$ cat src/rtl/pmc_pkg.sv
// Package for the pointer motion coalescer: event record type, register
// indexes and fixed widths shared by the coalescer RTL.
// No dependencies.
`timescale 1ns / 1ps

package pmc_pkg;

  localparam int unsigned TypeW   = 16;
  localparam int unsigned CodeW   = 16;
  localparam int unsigned ValueW  = 32;
  localparam int unsigned ExtraW  = 32;
  localparam int unsigned TimeW   = 64;
  localparam int unsigned DataW   = TypeW + CodeW + ValueW + ExtraW + TimeW;
  localparam int unsigned CfgIdxW = 2;
  localparam int unsigned CfgW    = 16;

  // Burst counter is wide enough for the largest allowed burst length
  localparam int unsigned CountW       = 7;
  localparam int unsigned BurstLenDflt = 64;

  // Totals must stay inside the 16-bit signed range
  localparam logic signed [ValueW:0] SumMax = 33'sd32767;
  localparam logic signed [ValueW:0] SumMin = -33'sd32768;

  // Configuration register indexes
  typedef enum logic [CfgIdxW-1:0] {
    REG_MOVE_TYPE = 2'd0,
    REG_REL_TYPE  = 2'd1,
    REG_AXIS_X    = 2'd2,
    REG_AXIS_Y    = 2'd3
  } cfg_reg_t;

  // One result event as held in the output queue
  typedef struct packed {
    logic [TypeW-1:0]         ev_type;
    logic [CodeW-1:0]         ev_code;
    logic signed [ValueW-1:0] ev_value;
    logic [ExtraW-1:0]        ev_extra;
    logic [TimeW-1:0]         ev_time;
    logic                     last;
  } evt_t;

endpackage

$ cat src/rtl/pointer_motion_coalescer.sv
// Pointer motion coalescer top level: input register, single-pass merge
// logic, two-entry result queue. Depends on pmc_pkg.
//
// An input passes the input register and then the result queue on its way to out_tdata.
// Throughput: one input per cycle when each input gives at most one result and
// out_tready does not stall; an input giving two results waits for room for both,
// set by the single result port draining the two-entry result queue.
// Reset (rst_n low, synchronous): totals, motion time and burst count clear,
// registers return to move 0, relative 1, axis X 0, axis Y 1; queue empties.
`timescale 1ns / 1ps

module pointer_motion_coalescer
  import pmc_pkg::*;
#(
  parameter int unsigned BURST_LEN = BurstLenDflt
) (
  input  logic                clk,
  input  logic                rst_n,
  // Input events
  input  logic                in_tvalid,
  output logic                in_tready,
  // [15:0] event_type, [31:16] event_code, [63:32] event_value,
  // [95:64] event_extra, [159:96] event_time
  input  logic [DataW-1:0]    in_tdata,
  input  logic                in_tlast,   // queue_empty
  // Result events
  output logic                out_tvalid,
  input  logic                out_tready,
  // [15:0] out_type, [31:16] out_code, [63:32] out_value,
  // [95:64] out_extra, [159:96] out_time
  output logic [DataW-1:0]    out_tdata,
  output logic                out_tlast,  // last result of this input
  // Configuration writes
  input  logic                cfg_valid,
  output logic                cfg_ready,
  input  logic [CfgIdxW-1:0]  cfg_index,
  input  logic [CfgW-1:0]     cfg_data
);

  // Configuration registers
  logic [TypeW-1:0] move_code_r, rel_code_r;
  logic [CodeW-1:0] axis_x_r, axis_y_r;

  // Input register
  logic                     inv_r;
  logic [TypeW-1:0]         in_type_r;
  logic [CodeW-1:0]         in_code_r;
  logic signed [ValueW-1:0] in_value_r;
  logic [ExtraW-1:0]        in_extra_r;
  logic [TimeW-1:0]         in_time_r;
  logic                     in_qempty_r;

  // Coalescing state
  logic signed [ValueW-1:0] sum_x_r, sum_y_r, sum_x_nxt, sum_y_nxt;
  logic [TimeW-1:0]         mtime_r, mtime_nxt;
  logic [CountW-1:0]        burst_r, burst_nxt;

  // Result queue, head in entry 0
  evt_t       q_r [2];
  evt_t       q_nxt [2];
  logic [1:0] cnt_r, cnt_nxt;

  // Merge datapath
  logic                     is_move, is_rel, motion_hit;
  logic signed [ValueW-1:0] ax, ay, new_x, new_y;
  logic signed [ValueW:0]   nx, ny;
  logic                     ovf, pend, emit_old, emit_new, burst_end;
  logic [CountW:0]          burst_inc;
  logic [1:0]               nres;
  logic [1:0]               free;
  logic                     pop, proc;
  evt_t                     old_ev, pass_ev, new_ev, res0, res1;
  logic [1:0]               base;

  assign cfg_ready = 1'b1;

  // Configuration write decode
  always_ff @(posedge clk) begin
    if (!rst_n) begin
      move_code_r <= '0;
      rel_code_r  <= TypeW'(1);
      axis_x_r    <= '0;
      axis_y_r    <= CodeW'(1);
    end else if (cfg_valid) begin
      unique case (cfg_reg_t'(cfg_index))
        REG_MOVE_TYPE: move_code_r <= cfg_data;
        REG_REL_TYPE:  rel_code_r  <= cfg_data;
        REG_AXIS_X:    axis_x_r    <= cfg_data;
        REG_AXIS_Y:    axis_y_r    <= cfg_data;
        default:       ;
      endcase
    end
  end

  // Event classification and axis deltas
  always_comb begin
    is_move    = (in_type_r == move_code_r);
    is_rel     = !is_move && (in_type_r == rel_code_r);
    motion_hit = is_move || is_rel;
    ax = '0;
    ay = '0;
    if (is_move) begin
      ax = in_value_r;
      ay = $signed(in_extra_r);
    end else if (is_rel) begin
      if (in_code_r == axis_x_r) ax = in_value_r;
      else if (in_code_r == axis_y_r) ay = in_value_r;
    end
  end

  // Trial sums and range check
  assign nx   = {sum_x_r[ValueW-1], sum_x_r} + {ax[ValueW-1], ax};
  assign ny   = {sum_y_r[ValueW-1], sum_y_r} + {ay[ValueW-1], ay};
  assign ovf  = motion_hit && (nx > SumMax || nx < SumMin || ny > SumMax || ny < SumMin);
  assign pend = (sum_x_r != '0) || (sum_y_r != '0);
  assign emit_old = pend && (ovf || !motion_hit);

  // Totals after this event, before any end-of-burst flush
  always_comb begin
    if (!motion_hit) begin
      new_x = '0;
      new_y = '0;
    end else if (ovf) begin
      new_x = ax;
      new_y = ay;
    end else begin
      new_x = nx[ValueW-1:0];
      new_y = ny[ValueW-1:0];
    end
  end

  // End of burst
  assign burst_inc = {1'b0, burst_r} + (CountW+1)'(1);
  assign burst_end = in_qempty_r || (burst_inc >= (CountW+1)'(BURST_LEN));
  assign emit_new  = burst_end && ((new_x != '0) || (new_y != '0));
  assign nres = 2'(emit_old) + 2'(!motion_hit) + 2'(emit_new);

  // Candidate result events
  always_comb begin
    old_ev  = '{ev_type: move_code_r, ev_code: '0, ev_value: sum_x_r,
                ev_extra: sum_y_r, ev_time: mtime_r, last: 1'b0};
    pass_ev = '{ev_type: in_type_r, ev_code: in_code_r, ev_value: in_value_r,
                ev_extra: in_extra_r, ev_time: in_time_r, last: 1'b0};
    new_ev  = '{ev_type: move_code_r, ev_code: '0, ev_value: new_x,
                ev_extra: new_y, ev_time: in_time_r, last: 1'b0};
    res0 = emit_old ? old_ev : (!motion_hit ? pass_ev : new_ev);
    res1 = (emit_old && !motion_hit) ? pass_ev : new_ev;
    res0.last = (nres == 2'd1);
    res1.last = 1'b1;
  end

  // Handshake: process when the queue has room for all results
  assign pop       = out_tvalid && out_tready;
  assign free      = 2'd2 - cnt_r + 2'(pop);
  assign proc      = inv_r && (nres <= free);
  assign in_tready = !inv_r || proc;

  // State update
  always_comb begin
    sum_x_nxt = sum_x_r;
    sum_y_nxt = sum_y_r;
    mtime_nxt = mtime_r;
    burst_nxt = burst_r;
    if (proc) begin
      sum_x_nxt = emit_new ? '0 : new_x;
      sum_y_nxt = emit_new ? '0 : new_y;
      if (motion_hit) mtime_nxt = in_time_r;
      burst_nxt = burst_end ? '0 : burst_inc[CountW-1:0];
    end
  end

  // Result queue: pop head, then push up to two entries
  always_comb begin
    q_nxt   = q_r;
    cnt_nxt = cnt_r;
    if (pop) begin
      q_nxt[0] = q_r[1];
      cnt_nxt  = cnt_r - 2'd1;
    end
    base = cnt_nxt;
    if (proc) begin
      case (base)
        2'd0: begin
          q_nxt[0] = res0;
          q_nxt[1] = res1;
        end
        2'd1:    q_nxt[1] = res0;
        default: ;
      endcase
      cnt_nxt = cnt_nxt + nres;
    end
  end

  // Control and state registers
  always_ff @(posedge clk) begin
    if (!rst_n) begin
      inv_r   <= 1'b0;
      cnt_r   <= '0;
      sum_x_r <= '0;
      sum_y_r <= '0;
      mtime_r <= '0;
      burst_r <= '0;
    end else begin
      if (in_tready) inv_r <= in_tvalid;
      cnt_r   <= cnt_nxt;
      sum_x_r <= sum_x_nxt;
      sum_y_r <= sum_y_nxt;
      mtime_r <= mtime_nxt;
      burst_r <= burst_nxt;
    end
  end

  // Payload registers
  always_ff @(posedge clk) begin
    q_r <= q_nxt;
    if (in_tready && in_tvalid) begin
      in_type_r   <= in_tdata[15:0];
      in_code_r   <= in_tdata[31:16];
      in_value_r  <= $signed(in_tdata[63:32]);
      in_extra_r  <= in_tdata[95:64];
      in_time_r   <= in_tdata[159:96];
      in_qempty_r <= in_tlast;
    end
  end

  // Output port
  assign out_tvalid = (cnt_r != 2'd0);
  assign out_tdata  = {q_r[0].ev_time, q_r[0].ev_extra, q_r[0].ev_value,
                       q_r[0].ev_code, q_r[0].ev_type};
  assign out_tlast  = q_r[0].last;

endmodule
$ cat config.mk
export PLATFORM = sky130hd
export DESIGN_NAME = pointer_motion_coalescer
export DESIGN_NICKNAME = d
export VERILOG_FILES = /design/src/rtl/pmc_pkg.sv /design/src/rtl/pointer_motion_coalescer.sv
export SDC_FILE = /design/constraint.sdc
export NUM_CORES = 2
export LEC_CHECK = 0
export BUFFER_PORTS_ARGS = -buffer_cell sky130_fd_sc_hd__buf_2
export CORE_ASPECT_RATIO = 1.75
export CORE_MARGIN = 1
export CORE_UTILIZATION = 65
export DETAILED_ROUTE_END_ITERATION = 7
export PLACE_DENSITY = 0.88
export SLEW_MARGIN = 20
export SYNTH_ARGS = -nofsm -noshare
export SYNTH_HDL_FRONTEND = slang
export SYNTH_SLANG_ARGS = --single-unit
$ cat constraint.sdc
create_clock -name clk -period 28.3 [get_ports clk]
set_clock_uncertainty 0.15 [all_clocks]
set_input_delay 1.415 -clock clk [delete_from_list [all_inputs] [get_ports clk]]
set_output_delay 1.415 -clock clk [all_outputs]
set_load 0.01 [all_outputs]
==> results by stage <==
Outcome:
- The run finished with clean final reports.

Timing:
- Static timing analysis puts the maximum clock frequency at 86.8 MHz.
- Setup violations remaining at the end of the flow were counted as 0.
- The final-report max-slew violation count is 0.
- The measured slew at the worst slew-check pin is 1.27 ns.
- In this run the tightest slew margin relative to its limit is 14.9%.
- After layout, the worst path uses 40.7% of the clock period.
- The worst path needs 11.52 ns of the cycle, external delays included.
- The number of failing hold endpoints at the final stage is 0.
- In the final timing run, aggregate negative setup slack is 0 ns.
- Setup repair after global routing left no endpoint under its margin.
- On the final layout, the worst hold slack is 0.322 ns.

Worst setup path:
- The count of cells along the worst register-to-register path is 28.
- The worst setup path is of the reg -> out kind.
- STA puts the critical path data required time at 26.74 ns.
- The largest incremental delay on the critical path is 1.09 ns.
- The arrival time reported for the critical path endpoint is 9.96 ns.
- The sort of element at the end of the critical path is a primary output.
- The critical path's slowest cell is sky130_fd_sc_hd__a31oi_1.
- The worst setup path is launched from a flop.
- The maximum fanout along the worst path is 51.
- The reg-to-reg setup timing slack is 16.98 ns.

Logic synthesis:
- Measured against the total synthesized area, the mux share comes to 4.87%.
- After Yosys synthesis, full adders, half adders and majority gates account for 2.56% of the synthesized area.
- Summing the areas of all compound-gate instances in the mapped netlist gives 18.0% of the synthesized area.
- Counting flops with a built-in enable in the synthesized netlist gives 322.
- Summing the sequential cell areas from Yosys gives 46.3% of the chip area.
- The cell count after synthesis is 3972.
- The synthesized netlist occupies a cell area of 36500 sq um.
- The share of synthesized cell area in and, or, nand and nor gates is 18.5%.
- The combinational family with the most area after synthesis is simple AND/OR/NAND/NOR gates.
- Among all flip-flop cells after synthesis, the most frequent one is sky130_fd_sc_hd__dfxtp_1.
- The count of different cell masters after synthesis is 90.
- After Yosys synthesis, XOR and XNOR cells account for 2.97% of the synthesized area.
- The total of warnings raised by yosys is 0.
- A synthesized cell averages 9.20 sq um.
- Counting flops with an async set or reset pin after synthesis yields a share of 0%.
- The number of synthesized register bits is 685.
- The net count of the mapped netlist is 4229.

Floorplan:
- 348 I/O pins were placed.
- The area of the core is 55300 sq um.
- The die height is 316 um.
- The width of the chip is 181 um.
- The die area is 57200 sq um.
- The cell row count is 114.
- The effective utilization at floorplan is 66.0%.

Clock tree:
- The cell chosen for the clock root is sky130_fd_sc_hd__clkbuf_16.
- After clock tree synthesis, the clock-pin slew on the worst setup and hold paths is 0.07 ns.
- The number of setup buffers added after CTS is 0.
- The insertion delay of the later-clocked pin in the worst-skew pair is 0.68 ns.
- Clock tree synthesis inserted a total of 59 buffers.
- The total number of clock tree sinks is 685.
- In this run, post-CTS hold repair placed 0 buffers.
- TritonCTS built the clock tree.
- The longest clock path from root to sink contains 3 buffers.
- The H-tree was split into 2 levels.
- The number of gates resized after CTS was 0.

Placement:
- The weighted congestion at the end of routability-driven global placement is 1.10.
- The sum of net half-perimeters after detailed placement is 93900 um.
- Buffers placed on the I/O ports in this run total 346.
- Once placement completed, the tool counted placed cells totaling 4645.

Route:
- Detailed routing inserted a total of 33338 vias.
- The count of nets left with antenna violations after detail routing is 0.
- Dividing the detail-routed wire length by the instance count gives 30.1 um.
- The number of DRC markers in iteration 0 is 3533.
- The final wirelength is 144000 um.
- The pre-antenna-repair detailed-routing pass consisted of 6 iterations.
- In the routed layout, each cell is associated on average with a via count of 6.99.
- For this run, design rule violations remaining after detail routing come to 0.

Global routing:
- The total global-route track usage is 49.8%.
- Entering global routing, the biggest net connects 162 pins.
- The global-route wire length before repair is 210000 um.
- The number of global-route vias before repair is 32499.
- For this run the aggregate overflow at the end of global routing stands at 0.
- The number of antenna violations at the first check in global routing is 13.

Worst hold path:
- The worst hold path belongs to the class reg -> reg.
- Counting instances, the worst hold path has a depth of 2.

Power:
- The worst ir drop on vdd is 0.0993 mV.
- Total power for the finished layout comes to 3.41 mW.
- For this design the static power due to leakage is 15.7 nW.
- The power per cell area is 86.0 nW/um^2.

Layout:
- The final layout net count is 4272.
- The non-filler instance count after layout is 4769.
- In the final layout, the share of cells above drive strength 1 is 17.3%.
- Compared with the post-synthesis result, the final layout area differs by 8.45%.

Flow run:
- The tool flagged a number of max-cap violations equal to 0.
-- Yosys cell counts, types with 54 or more instances --
| master | count | area, sq um |
|---|---|---|
| sky130_fd_sc_hd__edfxtp_1 | 322 | 9670 |
| sky130_fd_sc_hd__a21boi_0 | 131 | 983 |
| sky130_fd_sc_hd__o21ai_0 | 203 | 1020 |
| sky130_fd_sc_hd__and3_1 | 168 | 1050 |
| sky130_fd_sc_hd__nand3_1 | 55 | 275 |
| sky130_fd_sc_hd__and2_1 | 62 | 388 |
| sky130_fd_sc_hd__nor2_1 | 116 | 435 |
| sky130_fd_sc_hd__a21oi_1 | 150 | 751 |
| sky130_fd_sc_hd__xor2_1 | 79 | 692 |
| sky130_fd_sc_hd__buf_4 | 161 | 1210 |
| sky130_fd_sc_hd__dfxtp_1 | 363 | 7270 |
| sky130_fd_sc_hd__mux2i_1 | 63 | 631 |
| sky130_fd_sc_hd__mux2_2 | 102 | 1150 |
| sky130_fd_sc_hd__ha_1 | 70 | 876 |
| sky130_fd_sc_hd__nand2_1 | 805 | 3020 |
| sky130_fd_sc_hd__o22ai_1 | 116 | 726 |
| sky130_fd_sc_hd__nor4_1 | 54 | 338 |
| sky130_fd_sc_hd__a31oi_1 | 117 | 732 |
| sky130_fd_sc_hd__clkbuf_1 | 225 | 845 |
-- layout make-up --
| class | count | area [sq um] |
|---|---|---|
| Timing Repair Buffer | 412 | 2270 |
| Clock buffer | 84 | 1680 |
| Tap cell | 696 | 871 |
| Inverter | 50 | 191 |
| Fill cell | 3985 | 15700 |
| Multi-Input combinational cell | 2807 | 17400 |
| Clock inverter | 28 | 307 |
| Antenna cell | 7 | 17.5 |
| Sequential cell | 685 | 16900 |
-- cells by family (layout without fill, tap and decap cells) --
family | after synthesis | after routing
AO/OA/AOI/OAI | 1008 | 1008
XOR/XNOR | 123 | 123
multiplexers | 165 | 165
adder cells (fa/ha/maj) | 73 | 73
flip-flops | 685 | 685
AND/OR/NAND/NOR | 1437 | 1437
buffers and inverters | 480 | 574
other | 1 | 8
-- placed cells by master, fill, tap and decap left out, drive strengths merged, types with 20 or more instances in the layout --
master  count
mux2      102
and3      169
xnor2      43
a21boi    131
mux2i      63
dfxtp     363
buf       409
o31ai      33
clkbuf     87
a21oi     152
nand4      37
nand3      55
a211o      20
xor2       80
edfxtp    322
nor2      116
nor3       46
nand2     805
or2        20
inv        54
a21o       36
a31oi     117
nor4       54
ha         70
a211oi     36
and2       62
o21ai     221
o22ai     117
-- flip-flops by register name, summed over array words and instances, names as in the netlist, 16 cells and up --
| name | cells |
|---|---|
| sum_y_r | 32 |
| in_type_r | 16 |
| in_code_r | 16 |
| axis_x_r | 16 |
| q_r | 161 |
| mtime_r | 64 |
| in_time_r | 64 |
| sum_x_r | 32 |
| in_extra_r | 32 |
| out_tdata | 160 |
| move_code_r | 16 |
| axis_y_r | 16 |
| in_value_r | 32 |
| rel_code_r | 16 |
-- worst paths after layout --
path,start,end
worst min-delay path,mtime_r[4],out_tdata[100]
worst min register to register,mtime_r[4],out_tdata[100]
worst max register to register,in_type_r[2],out_tdata[71]
worst max-delay path,in_type_r[2],in_tready
-- critical path, delay by kind of cell, from the launching register on --
family | cells | cell delay, ns
xor gates and xnor gates | 1 | 0.19
buffers and inverters | 5 | 1.43
adders and majority gates | 3 | 1.35
and+or+nand+nor | 6 | 2.13
DFF | 1 | 0.50
AOI/OAI and AO/OA | 10 | 3.64
-- where the power goes --
| group | internal [mW] | switching (mW) | total, mW |
|---|---|---|---|
| registers | 1.33 | 0.165 | 1.50 |
| clock network | 0.456 | 0.395 | 0.851 |
| logic | 0.389 | 0.670 | 1.06 |
-- layer usage --
layer / wire [um] / share of wire [%] / track usage [%] / up-vias
met5: 127 / 0.088 / 0 / -
met3: 15500 / 11 / 15.8 / 748
met4: 16200 / 11 / 46.3 / 20
met1: 45600 / 32 / 51.7 / 15926
li1: - / - / - / 14339
met2: 66200 / 46 / 80.1 / 2305
-- through the flow --
| stage | util [%] | instance area [sq um] | setup slack (ns) |
|---|---|---|---|
| floorplan | - | 36500 | 12.35 |
| detailed placement | 67.8 | 37500 | 17.96 |
| CTS | 71.4 | 39500 | 17.67 |
| finish | 71.6 | 39600 | 16.78 |
| global route | 71.6 | 39600 | 16.63 |
| global placement | 67.8 | 37500 | 17.96 |
Note: power is estimated with default switching activity, not from simulation.
